File: config.mk
export PLATFORM = sky130hd
export DESIGN_NAME = ipl_ctrl
export DESIGN_NICKNAME = d
export VERILOG_FILES = /design/src/hdl/ipl_pkg.sv /design/src/hdl/ipl_ctrl.sv
export SDC_FILE = /design/constraint.sdc
export NUM_CORES = 1
export LEC_CHECK = 0
export ABC_AREA = 1
export BUFFER_PORTS_ARGS = -buffer_cell sky130_fd_sc_hd__buf_4
export CAP_MARGIN = 20
export CORE_MARGIN = 2
export CORE_UTILIZATION = 35
export DETAILED_ROUTE_END_ITERATION = 10
export PLACE_DENSITY_LB_ADDON = 0.05
export SETUP_SLACK_MARGIN = 0.3
export SYNTH_ARGS = -nofsm -noshare
export SYNTH_HDL_FRONTEND = slang
export SYNTH_SLANG_ARGS = --single-unit
export TNS_END_PERCENT = 30
File: constraint.sdc
create_clock -name clk -period 1.25 [get_ports clk]
set_input_delay 0.125 -clock clk [delete_from_list [all_inputs] [get_ports clk]]
set_output_delay 0.125 -clock clk [all_outputs]
set_load 0.01 [all_outputs]
File: src/hdl/ipl_pkg.sv
// Package for the indexed pointer list core.
// Holds the request/response payload types, controller command and status types.
// No dependencies.
package ipl_pkg;

	localparam int POS_W  = 9;
	localparam int WORD_W = 32;
	localparam int IDX_W  = 9;
	localparam int CNT_W  = 9;

	typedef enum logic [2:0] {
		OP_GET    = 3'd0,
		OP_SET    = 3'd1,
		OP_INSERT = 3'd2,
		OP_DELETE = 3'd3,
		OP_FIND   = 3'd4,
		OP_CLEAR  = 3'd5
	} op_t;

	typedef struct packed {
		logic [2:0]        req_type;
		logic [POS_W-1:0]  position;
		logic [WORD_W-1:0] word_in;
	} req_t;

	typedef struct packed {
		logic              ok;
		logic [WORD_W-1:0] word_out;
		logic [IDX_W-1:0]  index_out;
		logic [CNT_W-1:0]  entry_count;
	} rsp_t;

	typedef enum logic [3:0] {
		ST_IDLE,
		ST_DECODE,
		ST_GET_RD,
		ST_GET_DATA,
		ST_SWEEP,
		ST_SET_WR,
		ST_MOVE,
		ST_DRAIN,
		ST_PUT,
		ST_RESP
	} state_t;

	typedef enum logic [1:0] {
		PTR_HOLD,
		PTR_START,
		PTR_INC,
		PTR_DEC
	} ptr_op_t;

	typedef enum logic [2:0] {
		CNT_HOLD,
		CNT_CLR,
		CNT_INC,
		CNT_DEC,
		CNT_SET
	} cnt_op_t;

	typedef enum logic [1:0] {
		WR_NONE,
		WR_ZERO,
		WR_WORD
	} wr_sel_t;

	typedef enum logic [1:0] {
		IOUT_NONE,
		IOUT_AT,
		IOUT_RD
	} iout_sel_t;

	typedef struct packed {
		logic      latch;
		logic      res_clr;
		ptr_op_t   ptr_op;
		logic      rd_en;
		logic      arm;
		wr_sel_t   wr_sel;
		cnt_op_t   cnt_op;
		logic      set_ok;
		iout_sel_t iout_sel;
		logic      out_load;
	} cmd_t;

	typedef struct packed {
		op_t  op;
		logic pos_lt_cnt;
		logic pos_lt_depth;
		logic pos_gt_cnt;
		logic pos_ge_cnt;
		logic cnt_lt_depth;
		logic cnt_gt_at;
		logic cnt_zero;
		logic ptr_eq_at;
		logic ptr_eq_last;
		logic ptr_eq_pos;
		logic ptr_next_pos;
		logic match;
	} sts_t;

endpackage

File: src/hdl/ipl_ctrl.sv
// Controller state machine for the indexed pointer list core.
// Depends on ipl_pkg; drives commands into ipl_dpath.
module ipl_ctrl (
	input  logic          clk,
	input  logic          arst_n,
	input  logic          req_valid,
	output logic          req_ready,
	output logic          rsp_valid,
	input  logic          rsp_ready,
	input  ipl_pkg::sts_t sts,
	output ipl_pkg::cmd_t cmd
);

	ipl_pkg::state_t state_q, state_d;
	logic            out_valid_q;

	always_ff @(posedge clk or negedge arst_n) begin
		if (!arst_n) begin
			state_q     <= ipl_pkg::ST_IDLE;
			out_valid_q <= 1'b0;
		end else begin
			state_q <= state_d;
			if (cmd.out_load) begin
				out_valid_q <= 1'b1;
			end else if (rsp_ready) begin
				out_valid_q <= 1'b0;
			end
		end
	end

	assign rsp_valid = out_valid_q;
	assign req_ready = (state_q == ipl_pkg::ST_IDLE);

	always_comb begin
		state_d      = state_q;
		cmd          = '0;
		cmd.ptr_op   = ipl_pkg::PTR_HOLD;
		cmd.wr_sel   = ipl_pkg::WR_NONE;
		cmd.cnt_op   = ipl_pkg::CNT_HOLD;
		cmd.iout_sel = ipl_pkg::IOUT_NONE;
		unique case (state_q)
			ipl_pkg::ST_IDLE: begin
				if (req_valid) begin
					cmd.latch = 1'b1;
					state_d   = ipl_pkg::ST_DECODE;
				end
			end
			ipl_pkg::ST_DECODE: begin
				cmd.res_clr = 1'b1;
				cmd.ptr_op  = ipl_pkg::PTR_START;
				state_d     = ipl_pkg::ST_RESP;
				case (sts.op)
					ipl_pkg::OP_GET: begin
						if (sts.pos_lt_cnt) state_d = ipl_pkg::ST_GET_RD;
					end
					ipl_pkg::OP_SET: begin
						if (sts.pos_lt_depth) begin
							state_d = sts.pos_gt_cnt ? ipl_pkg::ST_SWEEP : ipl_pkg::ST_SET_WR;
						end
					end
					ipl_pkg::OP_INSERT: begin
						if (sts.cnt_lt_depth) begin
							state_d = sts.cnt_gt_at ? ipl_pkg::ST_MOVE : ipl_pkg::ST_PUT;
						end
					end
					ipl_pkg::OP_DELETE: begin
						if (sts.pos_lt_cnt) state_d = ipl_pkg::ST_MOVE;
					end
					ipl_pkg::OP_FIND: begin
						if (!sts.cnt_zero) state_d = ipl_pkg::ST_MOVE;
					end
					ipl_pkg::OP_CLEAR: begin
						cmd.cnt_op = ipl_pkg::CNT_CLR;
						cmd.set_ok = 1'b1;
					end
					default: ;
				endcase
			end
			ipl_pkg::ST_GET_RD: begin
				cmd.rd_en = 1'b1;
				state_d   = ipl_pkg::ST_GET_DATA;
			end
			ipl_pkg::ST_GET_DATA: begin
				cmd.set_ok = 1'b1;
				state_d    = ipl_pkg::ST_RESP;
			end
			ipl_pkg::ST_SWEEP: begin
				cmd.wr_sel = ipl_pkg::WR_ZERO;
				if (sts.ptr_next_pos) begin
					state_d = ipl_pkg::ST_SET_WR;
				end else begin
					cmd.ptr_op = ipl_pkg::PTR_INC;
				end
			end
			ipl_pkg::ST_SET_WR: begin
				cmd.wr_sel = ipl_pkg::WR_WORD;
				cmd.cnt_op = sts.pos_ge_cnt ? ipl_pkg::CNT_SET : ipl_pkg::CNT_HOLD;
				cmd.set_ok = 1'b1;
				state_d    = ipl_pkg::ST_RESP;
			end
			ipl_pkg::ST_MOVE: begin
				cmd.rd_en = 1'b1;
				case (sts.op)
					ipl_pkg::OP_INSERT: begin
						cmd.arm = 1'b1;
						if (sts.ptr_eq_at) state_d = ipl_pkg::ST_DRAIN;
						else cmd.ptr_op = ipl_pkg::PTR_DEC;
					end
					ipl_pkg::OP_DELETE: begin
						cmd.arm = !sts.ptr_eq_pos;
						if (sts.ptr_eq_last) state_d = ipl_pkg::ST_DRAIN;
						else cmd.ptr_op = ipl_pkg::PTR_INC;
					end
					default: begin
						if (sts.match) begin
							cmd.set_ok   = 1'b1;
							cmd.iout_sel = ipl_pkg::IOUT_RD;
							state_d      = ipl_pkg::ST_RESP;
						end else if (sts.ptr_eq_last) begin
							state_d = ipl_pkg::ST_DRAIN;
						end else begin
							cmd.ptr_op = ipl_pkg::PTR_INC;
						end
					end
				endcase
			end
			ipl_pkg::ST_DRAIN: begin
				state_d = ipl_pkg::ST_RESP;
				case (sts.op)
					ipl_pkg::OP_INSERT: state_d = ipl_pkg::ST_PUT;
					ipl_pkg::OP_DELETE: begin
						cmd.cnt_op = ipl_pkg::CNT_DEC;
						cmd.set_ok = 1'b1;
					end
					default: begin
						if (sts.match) begin
							cmd.set_ok   = 1'b1;
							cmd.iout_sel = ipl_pkg::IOUT_RD;
						end
					end
				endcase
			end
			ipl_pkg::ST_PUT: begin
				cmd.wr_sel   = ipl_pkg::WR_WORD;
				cmd.cnt_op   = ipl_pkg::CNT_INC;
				cmd.set_ok   = 1'b1;
				cmd.iout_sel = ipl_pkg::IOUT_AT;
				state_d      = ipl_pkg::ST_RESP;
			end
			ipl_pkg::ST_RESP: begin
				if (!out_valid_q || rsp_ready) begin
					cmd.out_load = 1'b1;
					state_d      = ipl_pkg::ST_IDLE;
				end
			end
			default: state_d = ipl_pkg::ST_IDLE;
		endcase
	end

endmodule

==> results of run 1 <==
-- layer usage --
metal | part of all wire (%) | GRT usage (%)
met5 | 0 | 0
met4 | 3.9 | 8.65
met3 | 7.2 | 7.55
met2 | 49 | 38.7
met1 | 40 | 30.3
-- worst max-delay path by stage --
| stage | startpoint | endpoint | depth (start not counted) |
|---|---|---|---|
| after floorplan | state_q[1] | cmd[3] | 6 |
| after global placement | state_q[3] | cmd[3] | 7 |
| after detailed placement | state_q[0] | state_q[0] | 9 |
| after CTS | state_q[2] | cmd[13] | 5 |
| after global routing | state_q[0] | cmd[9] | 6 |
| final | state_q[3] | cmd[3] | 7 |
-- flip-flops by register name, indices dropped and copies added, names as in the netlist --
signal,flops
state_q,4
rsp_valid,1
-- through the flow --
| stage | hold slack (ps) | setup slack [ps] | TNS (ps) | total power, mW |
|---|---|---|---|---|
| floorplan | -171 | 5.37 | 0 | 1.04 |
| global placement | -70.8 | -124 | -464 | 1.90 |
| detailed placement | -69.7 | -149 | -607 | 1.93 |
| CTS | 156 | -369 | -4030 | 2.35 |
| global route | 166 | -495 | -6130 | 2.87 |
| finish | 157 | -428 | -4770 | 2.69 |
-- kinds of logic after synthesis --
group / count (synthesis) / synth area share [%]
AND/OR/NAND/NOR: 85 / 57.8
buffers and inverters: 26 / 14.6
AO/OA/AOI/OAI: 12 / 9.23
flip-flops: 5 / 18.5
-- power groups by stage --
stage | combinational, mW | clock (mW) | sequential [mW]
6_report | 2.14 | 0.198 | 0.345
4_1_cts | 1.84 | 0.200 | 0.318
3_3_place_gp | 1.60 | 0 | 0.297
2_1_floorplan | 0.731 | 0 | 0.308
5_1_grt | 2.31 | 0.218 | 0.345
3_5_place_dp | 1.62 | 0 | 0.305
-- timing repair --
item / in CTS / in global routing
hold buffers: 1 / 0
resized for setup: 18 / 17
setup buffers: 3 / 6
pin swaps: 2 / 8
hold endpoints to repair: 5 / 0
setup endpoints to repair: 21 / 21
-- cell type report --
class,count,area share [%]
inverter,25,6.97
tap,25,2.21
sequential,5,9.09
clock buffer,4,1.85
timing repair buffer,73,39.9
multi-input combinational,97,40.0
-- cells in the mapped netlist (2+ instances only) --
cell type / instances
nor2_2: 2
nand3_1: 10
nand2_2: 4
nor3_1: 4
inv_1: 21
nand2_1: 38
inv_2: 4
o21ai_1: 2
o21ai_0: 8
nor2_1: 19
dfrtp_1: 5
nand3b_1: 2
-- critical path, delay by kind of cell, from the launching register on --
kind / cells / cell delay [ps]
flops: 1 / 400
compound gates: 1 / 60
buf+inv: 2 / 200
simple gates: 4 / 650
==> impl_metrics.ini, run 1 <==
[critical_path]
crit_arrival_ps = 1550
start_kind = flop
path_cells = inv_2 > nand2_4 > nor2_2 > nand2_2 > o21ai_2 > or3_4 > buf_6
ff2ff_setup_slack_ps = -190
rr_endpoint = state_q[0]
crit_slowest_cell = dfrtp_2
crit_fanout = 6
crit_type = flop to output pin
max_stage_delay_ps = 400
crit_required_ps = 1120
setup.worst_path.end_class = output pin
rr_startpoint = state_q[1]
r2r_cells = 9

[detailed_routing]
ant_nets = 0
vias = 1104
first_iter_violations = 34
routedWlPerCell_um = 12.9
routed_wl_um = 2960
firstDrtPassIters = 4
avgViaCountPerCell = 4.82
drc = 0

[yosys]
avgSynthCellArea_um2 = 5.30
ys.flop_type = dfrtp_1
synth-warning-count = 0
synthTopCellsByArea = nand2_1 21%, dfrtp_1 18%, inv_1 12%
syn_area_um2 = 678
synth-seq-cells = 5
ys_seq_area_share_pct = 18.5
synthesis.instances = 128
syn-num-nets = 147
synth_edf_count = 0
synthArstFlopShare_pct = 100
synth_top_area_share_pct = 21.0
yosys.area.top_type = nand2_1
synth_cell_types = 21

[final_layout]
multi_input_area_um2 = 567
layout.cells.non_filler = 229
final_area_um2 = 1420
layout_common_cells = 68 x buf_4, 35 x nand2_1, 18 x inv_1
layout_commonest_cell = buf_4
num-fill-cells = 130
drive_gt1_share_pct = 54.9
final_util_pct = 79.5
antenna-diode-count = 0
syn_to_final_growth_pct = 109
nets = 224
seqCellArea_um2 = 129

[timing]
period_share_pct = 134
setup_viol_count_final = 20
rsz0062_at_grt = yes
hold_viol = 0
tightest_slew_ps = 282
worst_clock_skew_ps = 7.36
fmax_mhz = 596
slew-limit-headroom_pct = 81.0
fin_ws_ps = -428
final_max_slew_viol_count = 0
min_period_ps = 1680

[power_and_ir_drop]
switching_share_pct = 45.5
ir_worst_vdd_v = 0.00148
seq_power_share_pct = 12.8
p_comb_share_pct = 79.8
internal-power_mw = 1.46
p_leak_nw = 0.811
power_switching_mw = 1.22
clockPowerShare_pct = 7.4
p_per_area_nw_per_um2 = 1890

[global_routing]
antenna_found_initial = 0
grt_max_degree = 9
grt_usage_pct = 24.1
grt.overflow.total = 0
grt_pass1_vias = 952
grt_pass1_wl_um = 3860

[run_status]
status = finished, violations left
violations = setup timing

[clocking]
h-tree-depth = 1
clk_pin_slew_ps = 50
cts_root_buffer = clkbuf_4
insertion_delay_ps = 250
clock_sink_count = 5
cts_tree = built
cts_buffers = 3
ctsLongestPathBuffers = 2

[die]
num_rows = 15
core_area_um2 = 1780
io-pin-count = 36
dieArea_um2 = 2310
die_h_um = 48.0
die_w_um = 48.0
initial_core_util_pct = 38.0

[placed_design]
place_area_um2 = 1190
dpl.cell_count = 215
dp_hpwl_um = 1890
gp_congestion = 0.841
io_buffers = 35

[job]
drv_cap = 0

[min_path]
holdPathStages = 3
min_to = rsp_valid
hp-class = input pin to flop
hp-start = rsp_ready
Note: power is estimated with default switching activity, not from simulation.
==> run 2: changes to the inputs <==
--- a/config.mk
+++ b/config.mk
@@ -12,7 +12,7 @@
 export CORE_UTILIZATION = 35
 export DETAILED_ROUTE_END_ITERATION = 10
 export PLACE_DENSITY_LB_ADDON = 0.05
-export SETUP_SLACK_MARGIN = 0.3
+export SETUP_SLACK_MARGIN = 0.15
 export SYNTH_ARGS = -nofsm -noshare
 export SYNTH_HDL_FRONTEND = slang
 export SYNTH_SLANG_ARGS = --single-unit
==> run 2 against run 1 <==
  * The run still ends with setup timing left
  * Worst hold slack improved by 22 ps
  * Final area rose by 0.71%
  * Routed wire length decreased by 5.8%
  * First-iteration DRC count rose by 2.9%
  * Critical path type unchanged
  * Critical endpoint unchanged
==> impl_metrics.ini, run 2 (synthesis results as in run 1) <==
[power_and_ir_drop]
p_per_area_nw_per_um2 = 1880
p_leak_nw = 0.795
ir_worst_vdd_v = 0.00117

[final_layout]
syn_to_final_growth_pct = 111
top_register = state_q
antenna-diode-count = 0
layout_commonest_cell = buf_4
num-fill-cells = 127
nets = 223
final_util_pct = 80.1
largest_register_ffs = 4
layout_common_cells = 66 x buf_4, 32 x nand2_1, 16 x inv_1
drive_gt1_share_pct = 57.6

[critical_path]
start_kind = flop
crit_buf_inv = 2
path_cells = inv_2 > nand2_4 > nor2_4 > nand2_2 > o21ai_2 > or3_4 > buf_6
cp_top_family = simple AND/OR/NAND/NOR gates
setup.worst_path.end_class = output pin
crit_type = flop to output pin
crit_fanout = 6
ff2ff_setup_slack_ps = -240
max_stage_delay_ps = 410
crit_required_ps = 1120
crit_slowest_cell = dfrtp_2
crit_arrival_ps = 1530

[placed_design]
io_buffers = 35
dp_hpwl_um = 1800
gp_congestion = 0.841

[job]
drv_cap = 0

[die]
die_h_um = 48.0
dieArea_um2 = 2310
initial_core_util_pct = 38.0
core_area_um2 = 1780
io-pin-count = 36
num_rows = 15
die_w_um = 48.0

[timing]
rsz0062_at_grt = yes
period_share_pct = 132
fmax_mhz = 604
slew-limit-headroom_pct = 80.1
worst_clock_skew_ps = 3.78
timing.hold.ws_ps = 179
setup_viol_count_final = 18
hold_viol = 0
tightest_slew_ps = 296
final_max_slew_viol_count = 0
min_period_ps = 1660
fin_ws_ps = -406

[clocking]
clk_pin_slew_ps = 50
ctsLongestPathBuffers = 2
h-tree-depth = 1
cts_tree = built
clock_sink_count = 5
cts_buffers = 3
cts_root_buffer = clkbuf_4
insertion_delay_ps = 240

[detailed_routing]
routed_wl_um = 2790
first_iter_violations = 35
vias = 1119
drc = 0
avgViaCountPerCell = 4.91
firstDrtPassIters = 4
ant_nets = 0
routedWlPerCell_um = 12.2

[global_routing]
grt_pass1_wl_um = 3590
grt.overflow.total = 0
grt_max_degree = 9
grt_pass1_vias = 870
antenna_found_initial = 0
grt_usage_pct = 22.0

[min_path]
hp-class = input pin to flop

[run_status]
status = finished, violations left
violations = setup timing
==> run 2: changes by cell type in the layout (fill, tap and decap cells not counted), sizes merged <==
cell	before	now
buf	72	71
==> run 2: per-stage QoR <==
stage / total power, mW / TNS [ps] / setup slack [ps] / instances / area, um^2
after global placement: 1.88 / -586 / -118 / 214 / 1180
after CTS: 2.26 / -3590 / -365 / 222 / 1290
after global routing: 2.87 / -5380 / -470 / 228 / 1430
after detailed placement: 1.89 / -616 / -143 / 214 / 1180
final: 2.69 / -4270 / -406 / 228 / 1430
after floorplan: 1.03 / 0 / 5.37 / 128 / 687
==> run 2: layer usage <==
layer,global-route usage (%),routed length [um],up-vias
met5,0,0,-
met4,4.86,111,0
met3,4.53,221,12
met2,37.3,1350,69
met1,28.6,1100,489
li1,-,-,549
==> run 2: final timing paths <==
path / start / endpoint / cells after the start
worst max-delay path: state_q[3] / cmd[3] / 7
worst min-delay path: rsp_ready / rsp_valid / 3
worst max register to register: state_q[3] / state_q[0] / 11
worst min register to register: rsp_valid / rsp_valid / 3
max in group asynchronous: arst_n / state_q[0] / 2
min in group asynchronous: arst_n / state_q[1] / 2
==> run 2: area by class of cell <==
type                       count  area, um^2  area share (%)
sequential                     5         130            9.11
clock buffer                   4        26.3            1.84
timing repair buffer          72         562            39.4
tap                           25        31.3            2.19
inverter                      25         101            7.10
multi-input combinational     97         577            40.4
==> run 2: tightest hold or removal path, cell delays in order <==
cell     delay [ps]
buf_4            80
or2_2           110
nand2_1          60
==> run 2: where the power goes <==
group / total [mW] / switching, mW / leakage (nW) / internal, mW
Sequential: 0.353 / 0.109 / 0.0593 / 0.244
Combinational: 2.14 / 1.04 / 0.721 / 1.10
Clock: 0.190 / 0.0695 / 0.0150 / 0.121
==> run 2: timing repair <==
item / in CTS / in global routing
cloned: 0 / 0
pin swaps: 4 / 8
setup buffers: 3 / 6
endpoints found under the setup margin: 20 / 20
hold endpoints to repair: 5 / 0
resized for setup: 18 / 29
hold buffers: 1 / 0
==> run 3: changes to the inputs <==
==> constraint.sdc (replaced) <==
create_clock -name clk -period 1.6 [get_ports clk]
set_input_delay 0.16 -clock clk [delete_from_list [all_inputs] [get_ports clk]]
set_output_delay 0.16 -clock clk [all_outputs]
set_load 0.01 [all_outputs]
==> run 3 against run 2 <==
  * Combinational power shrank 43%
  * The run still ends with setup timing left
  * Non-clock buffer count shrank 26
  * Clock skew shrank 1.1 ps
  * Count of clock-buffer cells in the layout is the same
  * Critical path depth is the same
  * First-iteration DRC count shrank 46%
  * Largest cell class unchanged
  * Sequential cell count is the same
  * Clock power shrank 24%
  * Utilization shrank 15 points
  * Final area shrank 18%
  * Global-route usage shrank 2.6 points
  * Die area is the same
==> impl_metrics.ini, run 3 (synthesis results as in run 1) <==
[critical_path]
crit_fanout = 5
setup.worst_path.end_class = output pin
startpoint = state_q[1]
crit_type = flop to output pin
rr_startpoint = state_q[1]
start_kind = flop
rr_endpoint = state_q[0]
crit_required_ps = 1440
r2r_cells = 10
crit_arrival_ps = 1540
cp-endpoint = cmd[3]
ff2ff_setup_slack_ps = 210

[clocking]
cts_buffers = 3
cts_root_buffer = clkbuf_4
clk_pin_slew_ps = 40
clock_sink_count = 5
insertion_delay_ps = 240
ctsLongestPathBuffers = 2
cts_tree = built
h-tree-depth = 1

[detailed_routing]
firstDrtPassIters = 4
dr_wl_met2_um = 1060
ant_nets = 0
first_iter_violations = 19
top_layer = met4
vias = 961
avgViaCountPerCell = 4.76
wl_met3_um = 133
routedWlPerCell_um = 10.8
drc = 0
routed_wl_um = 2170
wl_met1_um = 944

[die]
initial_core_util_pct = 38.0
dieArea_um2 = 2310
core_area_um2 = 1780
die_w_um = 48.0
die_h_um = 48.0
num_rows = 15
io-pin-count = 36

[power_and_ir_drop]
p_comb_share_pct = 75.1
internal-power_mw = 0.853
p_per_area_nw_per_um2 = 1410
seq_power_share_pct = 16.1
switching_share_pct = 48.0
ir_worst_vdd_v = 0.000954
clockPowerShare_pct = 8.8
p_leak_nw = 0.659
power_switching_mw = 0.786

[global_routing]
grt_usage_pct = 19.5
grt_max_degree = 9
grt.overflow.total = 0
grt_pass1_wl_um = 3120
antenna_found_initial = 0
grt_pass1_vias = 797

[placed_design]
gp_congestion = 0.903
dp_hpwl_um = 1600
place_area_um2 = 967
io_buffers = 35
dpl.cell_count = 187

[min_path]
hp-class = input pin to flop

[job]
drv_cap = 0

[final_layout]
drive_gt1_share_pct = 44.1
layout.cells.non_filler = 202
final_area_um2 = 1160
seqCellArea_um2 = 128
layout_common_cells = 42 x buf_4, 34 x nand2_1, 17 x inv_1
largest_register_ffs = 4
layout_commonest_cell = buf_4
multi_input_area_um2 = 524
syn_to_final_growth_pct = 71.8
antenna-diode-count = 0
nets = 197
num-fill-cells = 170
top_register = state_q

[timing]
tightest_slew_ps = 324
hold_viol = 0
fmax_mhz = 590
rsz0062_at_grt = yes
slew-limit-headroom_pct = 78.3
worst_clock_skew_ps = 2.65
setup_viol_count_final = 2
fin_ws_ps = -95.1
period_share_pct = 106
final_max_slew_viol_count = 0
min_period_ps = 1700

[run_status]
status = finished, violations left
violations = setup timing
[run 3: layout make-up]
class,instances,share of cell area (%)
clock buffer,4,2.26
inverter,25,8.27
multi-input combinational,97,45.0
sequential,5,11.0
tap,25,2.69
timing repair buffer,46,30.8
[run 3: power groups by stage]
stage | logic [mW] | clock network [mW] | registers [mW]
final | 1.23 | 0.144 | 0.263
after global routing | 1.35 | 0.160 | 0.270
after CTS | 1.05 | 0.152 | 0.239
after detailed placement | 0.908 | 0 | 0.241
after global placement | 0.910 | 0 | 0.238
after floorplan | 0.543 | 0 | 0.238
[run 3: critical path, cell delays in order (launching register included)]
cell and delay, ps:
dfrtp_1 410, buf_6 140, nand2_1 60, nor2_2 60
nand2_2 70, o21ai_2 50, or3_1 370, buf_6 140
[run 3: worst min path at each step]
stage | startpoint | endpoint | slack, ps | depth (start not counted)
after global routing | rsp_ready | rsp_valid | 230 | 3
after CTS | rsp_ready | rsp_valid | 190 | 3
after global placement | arst_n | state_q[2] | -40 | 1
after floorplan | arst_n | rsp_valid | -140 | 0
after detailed placement | arst_n | state_q[3] | -40 | 1
final | rsp_ready | rsp_valid | 200 | 3
[run 3: per-layer routing]
| layer | vias up | global-route usage (%) |
|---|---|---|
| met1 | 428 | 24.3 |
| met3 | 4 | 5.66 |
| li1 | 495 | - |
| met5 | - | 0 |
| met4 | 0 | 3.78 |
| met2 | 34 | 33.3 |
[run 3: per-stage QoR]
| step | utilization (%) | setup WS, ps | hold slack (ps) | power, mW | TNS [ps] |
|---|---|---|---|---|---|
| 6_report | 65.3 | -95.1 | 196 | 1.64 | -117 |
| 5_1_grt | 65.3 | -181 | 231 | 1.78 | -422 |
| 4_1_cts | 60.8 | -59.9 | 185 | 1.44 | -78.0 |
| 3_5_place_dp | 54.2 | 124 | -36.5 | 1.15 | 0 |
| 3_3_place_gp | 54.2 | 120 | -37.0 | 1.15 | 0 |
| 2_1_floorplan | - | 285 | -136 | 0.781 | 0 |
[run 3: what timing repair did]
| item | 4_1_cts | 5_1_grt |
|---|---|---|
| endpoints found under the hold margin | 5 | 0 |
| pin swaps | 1 | 2 |
| setup buffers | 8 | 2 |
| hold buffers | 1 | 0 |
| endpoints found under the setup margin | 7 | 14 |
| gates resized for setup | 6 | 23 |
